$ cat config.mk
export PLATFORM = sky130hd
export DESIGN_NAME = oli_cell
export DESIGN_NICKNAME = d
export VERILOG_FILES = /design/src/sv/oli_pkg.sv /design/src/sv/oli_cell.sv
export SDC_FILE = /design/constraint.sdc
export NUM_CORES = 1
export LEC_CHECK = 0
export BUFFER_PORTS_ARGS = -buffer_cell sky130_fd_sc_hd__buf_2
export CAP_MARGIN = 20
export CORE_MARGIN = 4
export CORE_UTILIZATION = 30
export CTS_CLUSTER_DIAMETER = 200
export DETAILED_ROUTE_END_ITERATION = 6
export PLACE_DENSITY_LB_ADDON = 0.08
export SLEW_MARGIN = 10
export SYNTH_ARGS = -nofsm -noshare
export SYNTH_HDL_FRONTEND = slang
export SYNTH_SLANG_ARGS = --single-unit
export TNS_END_PERCENT = 5
$ cat constraint.sdc
create_clock -name clk -period 2.6 [get_ports clk]
set_input_delay 0.39 -clock clk [delete_from_list [all_inputs] [get_ports clk]]
set_output_delay 0.39 -clock clk [all_outputs]
set_load 0.03 [all_outputs]
$ cat src/sv/oli_pkg.sv
// ----------------------------------------------------------------------------
// Ordered list package
// Widths, request and response codes, and the control word that the list
// controller sends along the row of storage cells.
// ----------------------------------------------------------------------------
package oli_pkg;

    localparam int LIST_DEPTH_DEF = 64;
    localparam int DATA_W         = 32;
    localparam int KIND_W         = 2;
    localparam int STATUS_W       = 2;
    localparam int OCC_W          = 7;

    typedef enum logic [KIND_W-1:0] {
        KIND_APPEND = 2'd0,
        KIND_REMOVE = 2'd1,
        KIND_DUMP   = 2'd2,
        KIND_NONE   = 2'd3
    } kind_t;

    typedef enum logic [STATUS_W-1:0] {
        STATUS_OK        = 2'd0,
        STATUS_FULL      = 2'd1,
        STATUS_NOT_FOUND = 2'd2,
        STATUS_EMPTY     = 2'd3
    } status_t;

    typedef enum logic [2:0] {
        OP_HOLD,
        OP_APPEND,
        OP_CAPTURE,
        OP_DELETE,
        OP_ROTATE
    } cell_op_t;

    typedef struct packed {
        cell_op_t                  op;
        logic signed [DATA_W-1:0]  value;
    } cell_ctrl_t;

endpackage

$ cat src/sv/oli_cell.sv
// ----------------------------------------------------------------------------
// Ordered list cell
// Holds one list entry; appends, compares, closes a gap from its neighbour
// or rotates towards the head as the controller commands.
// ----------------------------------------------------------------------------
module oli_cell
    import oli_pkg::*;
#(
    parameter int  LIST_DEPTH = LIST_DEPTH_DEF,
    parameter int  INDEX      = 0,
    localparam int CNT_W      = $clog2(LIST_DEPTH + 1)
)
(
    input  logic                      clk,
    input  logic                      rst_n,
    input  cell_ctrl_t                ctrl,
    input  logic [CNT_W-1:0]          count,
    input  logic signed [DATA_W-1:0]  next_entry,
    input  logic signed [DATA_W-1:0]  head_entry,
    input  logic                      hit_in,
    output logic                      hit_out,
    output logic signed [DATA_W-1:0]  entry
);

    localparam logic [CNT_W-1:0] MY_IDX = CNT_W'(INDEX);
    localparam logic [CNT_W-1:0] ONE    = CNT_W'(1);

    logic signed [DATA_W-1:0] entry_reg;
    logic signed [DATA_W-1:0] entry_next;
    logic                     match_reg;
    logic                     match_next;

    assign hit_out = hit_in | match_reg;
    assign entry   = entry_reg;

    always_comb
    begin
        entry_next = entry_reg;
        match_next = match_reg;
        unique case (ctrl.op)
            OP_APPEND:
            begin
                if (count == MY_IDX)
                begin
                    entry_next = ctrl.value;
                end
            end
            OP_CAPTURE:
            begin
                match_next = (entry_reg == ctrl.value) && (MY_IDX < count);
            end
            OP_DELETE:
            begin
                if (hit_out)
                begin
                    entry_next = next_entry;
                end
                match_next = 1'b0;
            end
            OP_ROTATE:
            begin
                entry_next = (MY_IDX == count - ONE) ? head_entry : next_entry;
            end
            default:
            begin
                entry_next = entry_reg;
            end
        endcase
    end

    always_ff @(posedge clk)
    begin
        entry_reg <= entry_next;
    end

    always_ff @(posedge clk or negedge rst_n)
    begin
        if (!rst_n)
        begin
            match_reg <= 1'b0;
        end
        else
        begin
            match_reg <= match_next;
        end
    end

endmodule

======== Yosys cells after proc, flatten, opt, wreduce, memory -nomap -nowiden ========
Cells that the tools add are included.
cells by class
  bitwise operators ....................... 1
  $lt $le $gt $ge ......................... 1
  reduce and logical (&&, ||, !) cells .... 6
  eq/ne operators ......................... 7
  add/subtract/negate cells ............... 1
  mux-type cells .......................... 5
operators by type and width
  kind                                                  number
  two-way mux 32 bit                                    3
  one-hot mux 32 bit (3 select lines)                   1
  equality test 32 bit                                  1
  logical NOT 7 bit                                     2
  < comparator 1 x 7 -> 1 bit (first input constant)    1
  subtractor 7 x 1 -> 7 bit (second input constant)     1
  equality test 3 x 2 -> 1 bit (second input constant)  2
  inequality test 2 bit (second input constant)         2
  equality test 3 x 1 -> 1 bit (second input constant)  1
  equality test 3 bit (second input constant)           1
  AND reduction 3 bit                                   1
  nonzero test 3 bit                                    1
  one-hot mux 1 bit (2 select lines)                    1
  nonzero test 2 bit                                    1
  logical AND 1 bit                                     1
  bitwise OR 1 bit                                      1
storage, ports and cells
  register bits ........................... 33
  bits of input ports ..................... 109

======== Longest topological paths before layout ========
  depth in word-level cells ............... 4
  mapped depth ............................ 6
  mapped depth without buffers ............ 4

======== Least setup slack after synthesis ========
No wires, ideal clock.
  path kind ............................... input port to flip-flop
  start point ............................. input count[1]
  end point ............................... register entry_reg[0], in the netlist entry[0] (enable)
  library setup time ...................... 0.433 ns
  arrival ................................. 2.524 ns
  required time ........................... 2.167 ns
  cell stages on the path ................. 4
  slack ................................... -0.357 ns
  buffers on the path ..................... 0
  cells stage by stage .................... nor4_2 and3b_2 a21oi_1 o22ai_1
on the way
  cells in the longest elaborated chain, start to end .. 3
ends and longest elaborated chain
  element                                 line            source
  start: declaration                      oli_cell.sv:17  input logic [CNT_W-1:0] count,
  logical NOT 7 bit                       oli_cell.sv:43  if (count == MY_IDX)
  inequality test 2 bit (no source line)  n/a
  AND reduction 3 bit (no source line)    n/a
  end signal: assignment                  oli_cell.sv:73  entry_reg <= entry_next;
  end: declaration                        oli_cell.sv:28  logic signed [DATA_W-1:0] entry_reg;
No other way between the ends.
A chain may end at the register's enable or synchronous reset.

======== Worst setup path after layout ========
  start point ............................. input count[1]
  end point ............................... register entry_reg[19], in the netlist entry[19], data pin
on the way
  cells in the longest elaborated chain, start to end .. 4
ends and longest elaborated chain
  element                              line            source
  subtractor 7 x 1 -> 7 bit            oli_cell.sv:62  entry_next = (MY_IDX == count - ONE) ? head_entry : next_entry;
  logical NOT 7 bit                    oli_cell.sv:62
  two-way mux 32 bit                   oli_cell.sv:62
  one-hot mux 32 bit (3 select lines)  oli_cell.sv:40  unique case (ctrl.op)
  via entry_next[19]                   oli_cell.sv:29  logic signed [DATA_W-1:0] entry_next;
The timed path passes the listed nets, and every way through them passes these cells.

==> out/results.ini <==
[floorplanning]
dieArea_sq_um = 8420
die_w_um = 91.8
placeableCoreArea_sq_um = 6790
floorplan.initialDensity = 0.310
top_level_ports = 142
rows = 30
chipHeight_um = 91.8

[timing]
worstMarginPinSlew_ns = 0.829
post-route-min-period_ns = 1.98
setup_total_negative_slack_ns = 0
max_slew_margin = 0.448
fin_worst_skew_ns = 0.00598
hold_violations = 0
setup_repair_after_global_routing_missed_its_margin = false
fmax_ghz = 0.504
timing.hold.ws_ns = 0.400
maxSlewViolCount = 0
layout_worst_path_cycle_share = 0.763
setup_viol = 0
layout_setup_ws_ns = 0.615

[synthesis]
mappedNetlistNets = 279
synth.distinct_cells = 28
post_synth_and_or_nand_nor_area_fraction = 0.183
synth_compound_gate_area_share = 0.166
synthesis.instances = 170
async_reset_ff_frac = 0.0303
seq_area_frac_synth = 0.468
yosys.area_share.adder = 0
post_synth_instance_area_sq_um = 2110
ys_dominant_reg_cell = edfxtp_1
area_leader_netlist = edfxtp_1
yosysWarnings = 0
main_area_contributors_after_synthesis = edfxtp_1 46%, a221o_1 14%, xor2_1 13%
synth_top_family_by_area = simple AND/OR/NAND/NOR gates
area_share_of_xor_xnor_cells_in_the_synthesized_design = 0.133
avgSynthCellArea_sq_um = 12.4
synth.top_cells.by_count = 32 x edfxtp_1, 32 x xor2_1, 30 x a221o_1
synth.mux.area_fraction = 0
synth-seq-cells = 33
synth-edff-count = 32
area_fraction_of_the_dominant_cell_type_after_synthesis = 0.456

[critical_path]
crit_required_ns = 2.75
setup.reg_to_reg.worst_slack_ns = 0.89
worstSetupEndpointType = flop
cp-start-kind = primary input
timing.critical_path.arrival_ns = 2.14
critical_path.max_fanout = 19
timing.setup.critical_path_class = primary input to flop

[routing]
vias_per_cell = 4.89
finalWirelength_um = 7220
drt_iter0_drc = 101
drtAntennaViolNets = 0
drc = 0
detailedRoute.firstPassIterationCount = 4
avgRoutedWirePerCell_um = 17.5
via_count = 2014

[pwr]
leakage_nw = 1.37
power.density_cell_area_nw_per_um2 = 482
irDropWorstVdd_mv = 0.171

[clock_tree]
cts.repair.resized = 0
cts_htree_levels = 2
cts_tree = built
clock_path_buffers = 2
holdBufCountCts = 1
clock_buffers_created_by_tritoncts = 5
post_cts_buffers = 0
clk_root_buffer_cell = clkbuf_8
numClockSinks = 33
worst_skew_late_latency_ns = 0.28
clk_transition_reported_paths_ns = 0.07

[worst_hold_path]
holdCritPathClass = primary input to asynchronous set/reset pin

[finish]
final-instance-count-excl-fill = 412
areaGrowthSynthToFinish_pct = 42.4
layout.core_utilization = 0.441
design.final.nets = 423
largest_register_ffs = 32
layout.filler_cells = 684
fraction_of_layout_instances_using_a_drive_strength_above_1 = 0.603

[placed_design]
dp_slack_ns = 0.305
finalWeightedCongestion = 0.815
port_buffers = 141
place.detailed.instances = 402
detailed_place_hpwl_um = 5670

[global_routing]
gr-total-overflow = 0
groute.usage.overall = 0.170
grt_first_pass_wirelength_um = 11200
first_global_vias = 2174
grt_start_max_net_pins = 23
antenna_found_initial = 0

[flow_run]
cap_viol_max_count = 0

[run_status]
outcome = finished clean

-- critical path, stage by stage --
cell     delay, ns
buf_2         0.10
nor4_2        0.30
and3_1        0.23
nor2b_2       0.55
buf_4         0.37
a221o_1       0.19
-- metrics by stage --
step	total power (W)	cell area (sq um)
after detailed placement	0.00108	2910
after global placement	0.00108	2910
after CTS	0.00147	3000
after global routing	0.00152	3000
final	0.00145	3000
after floorplan	0.000904	2110
-- where the power goes --
part / internal, W / switching (W) / leakage, nW
logic: 0.000181 / 0.000221 / 1.03
registers: 0.000638 / 0.0000262 / 0.306
clock network: 0.000188 / 0.000191 / 0.0422
-- area by class of cell --
class                           instances  area, sq um  share of cell area
Antenna cell                            1         2.50            0.000834
Clock buffer                            7         76.3              0.0254
Clock inverter                          1         5.00             0.00167
Inverter                                1         3.75             0.00125
Multi-Input combinational cell        123         1030               0.343
Sequential cell                        33          986               0.329
Tap cell                               96          120              0.0400
Timing Repair Buffer                  150          776               0.259
-- final timing paths --
path / start / endpoint / depth (start not counted)
max in group asynchronous: rst_n / match_reg / 2
min in group clk: head_entry[4] / entry[4] / 2
worst max register to register: entry[15] / match_reg / 4
worst min-delay path: rst_n / match_reg / 2
worst min register to register: match_reg / match_reg / 2
worst max-delay path: count[1] / entry[19] / 6
-- layout by cell type (no fill, tap or decap), types with 2 or more instances in the layout --
cell type,synthesis,layout
buf_2,0,141
xor2_1,32,32
edfxtp_1,32,32
a221o_1,30,30
and3_2,28,28
buf_4,0,8
nor4_1,7,7
and3_1,5,5
clkbuf_8,1,5
nor2b_1,2,2
nand2b_1,2,2
nor2_1,2,2
a221o_2,2,2
nand4_1,2,2
clkbuf_1,6,2
-- per-layer routing --
metal	vias up	track usage	wire [um]
met2	90	0.296	3610
met3	5	0.0443	558
met1	939	0.211	3000
met4	0	0.0371	57
li1	980	-	-
met5	-	0	0
-- kinds of logic (layout without fill, tap and decap cells) --
family	count (synthesis)	count (layout)
compound gates	36	36
xor+xnor	32	32
buf+inv	14	159
flops	33	33
other cells	0	1
simple gates	55	55
No activity file was read; power rests on OpenSTA's default activity.
